File: config.mk
export PLATFORM = sky130hd
export DESIGN_NAME = pwm_period_duty_capture_top
export DESIGN_NICKNAME = d
export VERILOG_FILES = /design/src/pwc_pkg.sv /design/src/pwc_front.sv /design/src/pwc_fifo.sv /design/src/pwc_back.sv /design/src/pwm_period_duty_capture_top.sv
export SDC_FILE = /design/constraint.sdc
export NUM_CORES = 2
export LEC_CHECK = 0
export ABC_AREA = 1
export BUFFER_PORTS_ARGS = -buffer_cell sky130_fd_sc_hd__buf_2
export CAP_MARGIN = 0
export CORE_UTILIZATION = 66
export CTS_BUF_LIST = sky130_fd_sc_hd__clkbuf_8
export CTS_CLUSTER_SIZE = 8
export DETAILED_ROUTE_END_ITERATION = 12
export PLACE_DENSITY = 0.84
export SETUP_SLACK_MARGIN = 0.05
export SLEW_MARGIN = 30
export SYNTH_ARGS = -nofsm -noshare
export SYNTH_HDL_FRONTEND = slang
export SYNTH_SLANG_ARGS = --single-unit
export TNS_END_PERCENT = 100
File: constraint.sdc
create_clock -name clk -period 6.4 [get_ports clk]
set_input_delay 0.32 -clock clk [delete_from_list [all_inputs] [get_ports clk]]
set_output_delay 0.32 -clock clk [all_outputs]
set_load 0.005 [all_outputs]
File: src/pwc_pkg.sv
`default_nettype none

package pwc_pkg;

  localparam int COUNT_WIDTH_DEF = 16;
  localparam int FIFO_DEPTH = 2;

  localparam logic [15:0] TICK_LEN_RESET = 16'd256;
  localparam logic [23:0] DUTY_SCALE = 24'd100;
  localparam logic [7:0] DUTY_MAX = 8'd255;

  typedef enum logic [1:0] {
    PH_WAIT_RISE = 2'd0,
    PH_PERIOD    = 2'd1,
    PH_HIGH      = 2'd2
  } phase_t;

  typedef enum logic [2:0] {
    B_IDLE = 3'd0,
    B_MUL  = 3'd1,
    B_CHK  = 3'd2,
    B_DIV  = 3'd3,
    B_OUT  = 3'd4
  } back_state_t;

  typedef struct packed {
    logic [15:0] period;
    logic [15:0] high;
  } capture_t;

endpackage

`default_nettype wire

File: src/pwc_front.sv
`default_nettype none

module pwc_front
  import pwc_pkg::*;
#(
  parameter int COUNT_WIDTH = COUNT_WIDTH_DEF
) (
  input  wire logic     clk,
  input  wire logic     rst,
  input  wire logic     in_valid,
  output logic          in_ready,
  input  wire logic     pulse_level,
  input  wire logic     full,
  output logic          push,
  output capture_t      push_data
);

  phase_t phase, phase_next;
  logic [COUNT_WIDTH-1:0] counter, counter_next;
  logic [COUNT_WIDTH-1:0] cap_period, cap_period_next;
  logic [COUNT_WIDTH-1:0] cnt_inc;
  logic prev_level;
  logic accept, rising, falling;

  assign in_ready = !full;
  assign accept   = in_valid && in_ready;
  assign rising   = !prev_level && pulse_level;
  assign falling  = prev_level && !pulse_level;
  assign cnt_inc  = counter + COUNT_WIDTH'(1);

  always_comb begin
    phase_next      = phase;
    counter_next    = counter;
    cap_period_next = cap_period;
    if (accept) begin
      counter_next = cnt_inc;
      case (phase)
        PH_PERIOD: begin
          if (rising) begin
            cap_period_next = cnt_inc;
            counter_next    = '0;
            phase_next      = PH_HIGH;
          end
        end
        PH_HIGH: begin
          if (falling) begin
            phase_next = PH_WAIT_RISE;
          end
        end
        default: begin
          if (rising) begin
            counter_next = '0;
            phase_next   = PH_PERIOD;
          end
        end
      endcase
    end
  end

  always_comb begin
    push             = accept && (phase == PH_HIGH) && falling;
    push_data.period = 16'(cap_period);
    push_data.high   = 16'(cnt_inc);
  end

  always_ff @(posedge clk) begin
    if (rst) begin
      phase      <= PH_WAIT_RISE;
      counter    <= '0;
      prev_level <= 1'b0;
      cap_period <= '0;
    end else begin
      phase      <= phase_next;
      counter    <= counter_next;
      cap_period <= cap_period_next;
      if (accept) begin
        prev_level <= pulse_level;
      end
    end
  end

`ifndef SYNTHESIS
  a_push_phase: assert property (@(posedge clk) disable iff (rst)
    push |-> (phase == PH_HIGH) && prev_level && !pulse_level)
    else $error("capture pushed outside high phase");
`endif

endmodule

`default_nettype wire

File: src/pwc_fifo.sv
`default_nettype none

module pwc_fifo
  import pwc_pkg::*;
(
  input  wire logic     clk,
  input  wire logic     rst,
  input  wire logic     push,
  input  wire capture_t push_data,
  input  wire logic     pop,
  output capture_t      pop_data,
  output logic          full,
  output logic          empty
);

  localparam int AW = (FIFO_DEPTH > 1) ? $clog2(FIFO_DEPTH) : 1;

  capture_t mem [FIFO_DEPTH];
  logic [AW-1:0] wr_ptr, rd_ptr;
  logic [AW:0] count;

  assign full     = (count == (AW+1)'(FIFO_DEPTH));
  assign empty    = (count == '0);
  assign pop_data = mem[rd_ptr];

  always_ff @(posedge clk) begin
    if (push) begin
      mem[wr_ptr] <= push_data;
    end
  end

  always_ff @(posedge clk) begin
    if (rst) begin
      wr_ptr <= '0;
      rd_ptr <= '0;
      count  <= '0;
    end else begin
      if (push) begin
        wr_ptr <= (wr_ptr == AW'(FIFO_DEPTH - 1)) ? '0 : wr_ptr + AW'(1);
      end
      if (pop) begin
        rd_ptr <= (rd_ptr == AW'(FIFO_DEPTH - 1)) ? '0 : rd_ptr + AW'(1);
      end
      case ({push, pop})
        2'b10:   count <= count + (AW+1)'(1);
        2'b01:   count <= count - (AW+1)'(1);
        default: count <= count;
      endcase
    end
  end

`ifndef SYNTHESIS
  a_no_overflow: assert property (@(posedge clk) disable iff (rst)
    push |-> !full)
    else $error("push into full queue");
  a_no_underflow: assert property (@(posedge clk) disable iff (rst)
    pop |-> !empty)
    else $error("pop from empty queue");
`endif

endmodule

`default_nettype wire

File: src/pwc_back.sv
`default_nettype none

module pwc_back
  import pwc_pkg::*;
(
  input  wire logic        clk,
  input  wire logic        rst,
  input  wire logic [15:0] tick_length_q8,
  input  wire logic        empty,
  input  wire capture_t    pop_data,
  output logic             pop,
  output logic             out_valid,
  input  wire logic        out_ready,
  output logic [15:0]      period_ticks,
  output logic [15:0]      high_ticks,
  output logic [23:0]      period_duration,
  output logic [23:0]      high_time,
  output logic [7:0]       duty_percent
);

  back_state_t state, state_next;
  logic [15:0] per, hi;
  logic [23:0] ptime, htime;
  logic [23:0] num, rem, dvs;
  logic [7:0]  quo, duty;
  logic [2:0]  step;
  logic        sat, qbit;
  logic [31:0] pprod, hprod;

  assign sat   = (num >= {per, 8'b0});
  assign qbit  = (rem >= dvs);
  assign pprod = 32'(per) * 32'(tick_length_q8);
  assign hprod = 32'(hi) * 32'(tick_length_q8);

  always_comb begin
    state_next = state;
    case (state)
      B_IDLE: if (!empty) state_next = B_MUL;
      B_MUL:  state_next = B_CHK;
      B_CHK: begin
        if ((per == 16'd0) || sat) state_next = B_OUT;
        else state_next = B_DIV;
      end
      B_DIV:  if (step == 3'd0) state_next = B_OUT;
      B_OUT:  if (out_ready) state_next = B_IDLE;
      default: state_next = B_IDLE;
    endcase
  end

  always_comb begin
    pop       = (state == B_IDLE) && !empty;
    out_valid = (state == B_OUT);
  end

  always_ff @(posedge clk) begin
    if (rst) begin
      state <= B_IDLE;
    end else begin
      state <= state_next;
    end
  end

  always_ff @(posedge clk) begin
    case (state)
      B_IDLE: begin
        if (pop) begin
          per <= pop_data.period;
          hi  <= pop_data.high;
        end
      end
      B_MUL: begin
        ptime <= pprod[31:8];
        htime <= hprod[31:8];
        num   <= 24'(hi) * DUTY_SCALE;
      end
      B_CHK: begin
        rem  <= num;
        dvs  <= {1'b0, per, 7'b0};
        step <= 3'd7;
        quo  <= '0;
        if (per == 16'd0) duty <= '0;
        else if (sat) duty <= DUTY_MAX;
      end
      B_DIV: begin
        if (qbit) rem <= rem - dvs;
        quo  <= {quo[6:0], qbit};
        duty <= {quo[6:0], qbit};
        dvs  <= dvs >> 1;
        step <= step - 3'd1;
      end
      default: begin
      end
    endcase
  end

  assign period_ticks    = per;
  assign high_ticks      = hi;
  assign period_duration = ptime;
  assign high_time       = htime;
  assign duty_percent    = duty;

`ifndef SYNTHESIS
  a_div_nonzero: assert property (@(posedge clk) disable iff (rst)
    (state == B_DIV) |-> (per != 16'd0) && (rem < {per, 8'b0}))
    else $error("divide step with bad operands");
`endif

endmodule

`default_nettype wire

File: src/pwm_period_duty_capture_top.sv
// A capture leaves the front in the cycle of the falling edge; the back end then steps through
// B_MUL and B_CHK to B_OUT when duty saturates or the period is zero, else through B_DIV first.
// Throughput: one pulse sample per cycle while the two-entry queue has room, in_ready low when full;
// the back end takes one capture at a time and pops the next only after out_ready takes its result.
// Reset (rst, synchronous): phase, counter, edge history, queue and back-end state clear;
// tick length returns to 256 (1.0 in Q8.8).
`default_nettype none

module pwm_period_duty_capture_top
  import pwc_pkg::*;
#(
  parameter int COUNT_WIDTH = COUNT_WIDTH_DEF
) (
  input  wire logic        clk,
  input  wire logic        rst,
  input  wire logic        cfg_we,
  input  wire logic [15:0] cfg_wdata,
  input  wire logic        in_valid,
  output logic             in_ready,
  input  wire logic        pulse_level,
  output logic             out_valid,
  input  wire logic        out_ready,
  output logic [15:0]      period_ticks,
  output logic [15:0]      high_ticks,
  output logic [23:0]      period_duration,
  output logic [23:0]      high_time,
  output logic [7:0]       duty_percent
);

  logic [15:0] tick_length_q8;
  logic        push, pop, full, empty;
  capture_t    push_data, pop_data;

  always_ff @(posedge clk) begin
    if (rst) begin
      tick_length_q8 <= TICK_LEN_RESET;
    end else if (cfg_we) begin
      tick_length_q8 <= cfg_wdata;
    end
  end

  pwc_front #(
    .COUNT_WIDTH(COUNT_WIDTH)
  ) u_front (
    .clk        (clk),
    .rst        (rst),
    .in_valid   (in_valid),
    .in_ready   (in_ready),
    .pulse_level(pulse_level),
    .full       (full),
    .push       (push),
    .push_data  (push_data)
  );

  pwc_fifo u_fifo (
    .clk      (clk),
    .rst      (rst),
    .push     (push),
    .push_data(push_data),
    .pop      (pop),
    .pop_data (pop_data),
    .full     (full),
    .empty    (empty)
  );

  pwc_back u_back (
    .clk            (clk),
    .rst            (rst),
    .tick_length_q8 (tick_length_q8),
    .empty          (empty),
    .pop_data       (pop_data),
    .pop            (pop),
    .out_valid      (out_valid),
    .out_ready      (out_ready),
    .period_ticks   (period_ticks),
    .high_ticks     (high_ticks),
    .period_duration(period_duration),
    .high_time      (high_time),
    .duty_percent   (duty_percent)
  );

endmodule

`default_nettype wire
==> flow_metrics.tcl <==
set metrics [dict create \
    outcome "finished, final reports clean" \
    crit_fanout 18 \
    rsz0062_at_grt "no" \
    cts_resized 0 \
    fin_ws_ps 452 \
    synth_edf_count 230 \
    path_cells "buf_4 -> nand2_1 -> inv_1 -> fa_1 -> inv_1 -> fa_1 -> fa_1 -> inv_1 -> fa_1 -> fa_1 -> inv_1 -> fa_1 -> inv_1 -> ha_1 -> nand2_1 -> inv_1 -> a21oi_1 -> a21boi_0 -> nand2_1 -> nand2_1 -> nand2_1 -> nand2_1 -> nand2_1" \
    seq_power_share 0.226 \
    ir_worst_vdd_v 0.000440 \
    path_delay_family "adder cells" \
    io_pins 112 \
    crit_path_start_kind "register" \
    leakage_uw 0.0189 \
    grt_max_degree 71 \
    clockRootBuffer "clkbuf_8" \
    synth_nets 4698 \
    syn_area_sq_um 32200 \
    finalCritPeriodShare 0.929 \
    crit_buf_inv 7 \
    fin_nets 4797 \
    die_y_um 223 \
    cts.sinks 288 \
    viasPerCell 5.44 \
    r2r-end "u_back.high_time[23]$_DFFE_PP_" \
    layout-drive-gt1-share 0.0706 \
    io_buffers 111 \
    syn_inst 3979 \
    switching_share 0.488 \
    reg2reg_from "u_back.high_ticks[10]$_DFFE_PP_" \
    min_from "cfg_wdata[1]" \
    multi_input_area_sq_um 19900 \
    yosysWarnings 0 \
    die_area_sq_um 49700 \
    place_ws_ps 513 \
    grt_pass1_vias 26300 \
    grt_pass1_wl_um 130000 \
    fill_cells 3524 \
    gp_routability_congestion 0.976 \
    hp-class "input port to register" \
    p_per_area_nw_per_um2 363 \
    cap_violations 0 \
    critPathMaxStageDelay_ps 540 \
    ys_async_sr_fraction 0 \
    pwr-share-comb 0.628 \
    hpwl_um 62000 \
    dr.pass1.iters 6 \
    die_w_um 223 \
    num_vias 25800 \
    cts_max_level 2 \
    slew_headroom 0.349 \
    cp-startpoint "u_back.high_ticks[10]$_DFFE_PP_" \
    finalHoldViolations 0 \
    syn_avg_cell_area_sq_um 8.10 \
    path_depth 23 \
    final_util 0.725 \
    wl_per_cell_um 16.8 \
    num_rows 80 \
    clock_skew_ps 24.6 \
    final_cell_mix "nand2_1 (1,081), inv_1 (992), fa_1 (398)" \
    grt_overflow 0 \
    track_usage 0.332 \
    critPathKind "register to register" \
    tns_ps 0 \
    crit_path_end "u_back.high_time[23]$_DFFE_PP_" \
    fmax_ghz 0.168 \
    regToRegSetupSlack_ps 450 \
    wirelength_um 79500 \
    crit_path_top_delay_cell "fa_1" \
    core-area_sq_um 47900 \
    clkPwrFrac 0.147 \
    finalSetupViolations 0 \
    clk_pin_slew_ps 60 \
    arrival_ps 6380 \
    ys_types 50 \
    worstMarginPinSlew_ps 976 \
    ys_seq_area_frac 0.250 \
    antenna_found_initial 1 \
    first_iter_violations 2269 \
    drc_errors 0 \
    power.net_switching_uw 6160 \
    final_common_cell "nand2_1" \
    cts_tree "built" \
    cpMostUsedCell "nand2_1" \
    slew_viol_final 0 \
    ys.flop_type "edfxtp_1" \
    insertion_delay_ps 690 \
    start_util 0.672 \
    worstSetupEndpointType "register" \
    required_ps 6830 \
    regArea_sq_um 8070 \
    drtAntennaViolNets 0 \
    period_needed_ps 5950 \
    intPower_uw 6470 \
    clock_path_buffers 3 \
    area_growth_pct 7.84 \
    cts_buffers 51 \
    synth_seq_cells 288 \
    rr_worst_depth 23 \
]
==> power by group through the flow <==
| stage | Sequential [uW] | Clock [uW] | Combinational [uW] |
|---|---|---|---|
| after CTS | 2840 | 1880 | 7880 |
| after global placement | 2870 | 0 | 7690 |
| final | 2850 | 1850 | 7930 |
| after global routing | 2870 | 1950 | 9110 |
| after floorplan | 2840 | 0 | 5740 |
| after detailed placement | 2880 | 0 | 7800 |
==> registers in the layout, indices dropped and copies added, names as in the netlist <==
signal                  count
u_front.prev_level          1
u_back.quo                  7
u_front.counter            16
u_back.rem                 24
u_back.step                 3
u_back.dvs                 23
u_front.cap_period         16
u_fifo.mem                 64
u_back.state                3
u_back.period_ticks        16
u_fifo.wr_ptr               1
u_back.high_ticks          16
u_back.period_duration     24
u_fifo.rd_ptr               1
u_back.num                 21
tick_length_q8             16
u_back.duty_percent         8
u_back.high_time           24
u_fifo.count                2
u_front.phase               2
==> worst min-delay path by stage <==
stage                                     end  slack, ps  cells past startpoint
2_1_floorplan     u_fifo.mem[0][16]$_DFFE_PP_        430                      0
3_3_place_gp      u_fifo.mem[1][18]$_DFFE_PP_        430                      0
3_5_place_dp      u_fifo.mem[1][19]$_DFFE_PP_        440                      0
4_1_cts        tick_length_q8[5]$_SDFFE_PP0P_          4                      3
5_1_grt        tick_length_q8[5]$_SDFFE_PP0P_         30                      3
6_report       tick_length_q8[1]$_SDFFE_PP0P_         40                      3
==> stage by stage <==
| step | hold slack (ps) | total power, uW | instances | cell area [sq um] |
|---|---|---|---|---|
| after detailed placement | 438 | 10700 | 4624 | 33500 |
| after CTS | 4.27 | 12600 | 4736 | 34700 |
| final | 38.7 | 12600 | 4738 | 34700 |
| after global placement | 435 | 10600 | 4624 | 33500 |
| after global routing | 27.2 | 13900 | 4736 | 34700 |
| after floorplan | 426 | 8580 | 3979 | 32200 |
==> cell type report <==
type | instances | area share
Antenna cell | 2 | 0.000144
Tap cell | 615 | 0.0221
Timing Repair Buffer | 199 | 0.0363
Multi-Input combinational cell | 2559 | 0.572
Clock inverter | 39 | 0.00861
Inverter | 979 | 0.106
Sequential cell | 288 | 0.232
Clock buffer | 57 | 0.0226
==> synth_stat cells, drive strengths merged, types with 3 or more instances <==
master | instances | area (sq um)
xnor2 | 13 | 129
inv | 978 | 3670
o21ai | 127 | 647
nand3 | 87 | 445
o21a | 3 | 22.5
a31oi | 9 | 56.3
nand2 | 1088 | 4100
xor2 | 50 | 445
a21oi | 133 | 669
edfxtp | 230 | 6910
clkbuf | 132 | 495
nor2 | 248 | 943
nor3 | 34 | 203
nand3b | 3 | 22.5
fa | 398 | 7970
a21boi | 6 | 45.0
buf | 21 | 115
a21o | 9 | 67.6
ha | 299 | 3740
dfxtp | 58 | 1160
nand4 | 21 | 131
nor4 | 5 | 31.3
o21bai | 14 | 105
==> routing by layer <==
layer	vias up	part of all wire	global-route usage
li1	12100	-	-
met1	12200	0.39	0.427
met2	1236	0.48	0.556
met3	252	0.088	0.0533
met4	2	0.046	0.152
met5	-	0.00018	0
==> worst reg2reg max path: cells and delay by family (launching register included) <==
kind / cells / cell delay (ps)
flops: 1 / 510
compound gates: 2 / 430
fa+ha+maj: 7 / 3400
simple gates: 7 / 690
buf+inv: 7 / 660
==> repair_timing <==
action                    CTS  global route
buffers inserted            0             0
hold buffers               16             0
hold endpoints to repair   16             0
==> cell families (layout without fill, tap and decap cells) <==
kind of cell	count (synthesis)	after routing	share of synthesized area
AOI/OAI and AO/OA	306	306	0.0512
xor gates and xnor gates	63	63	0.0178
adders and majority gates	697	697	0.363
buffers and inverters	1132	1274	0.133
DFF	288	288	0.250
other	0	2	0
and+or+nand+nor	1493	1493	0.184
(Power assumes the default switching activity.)
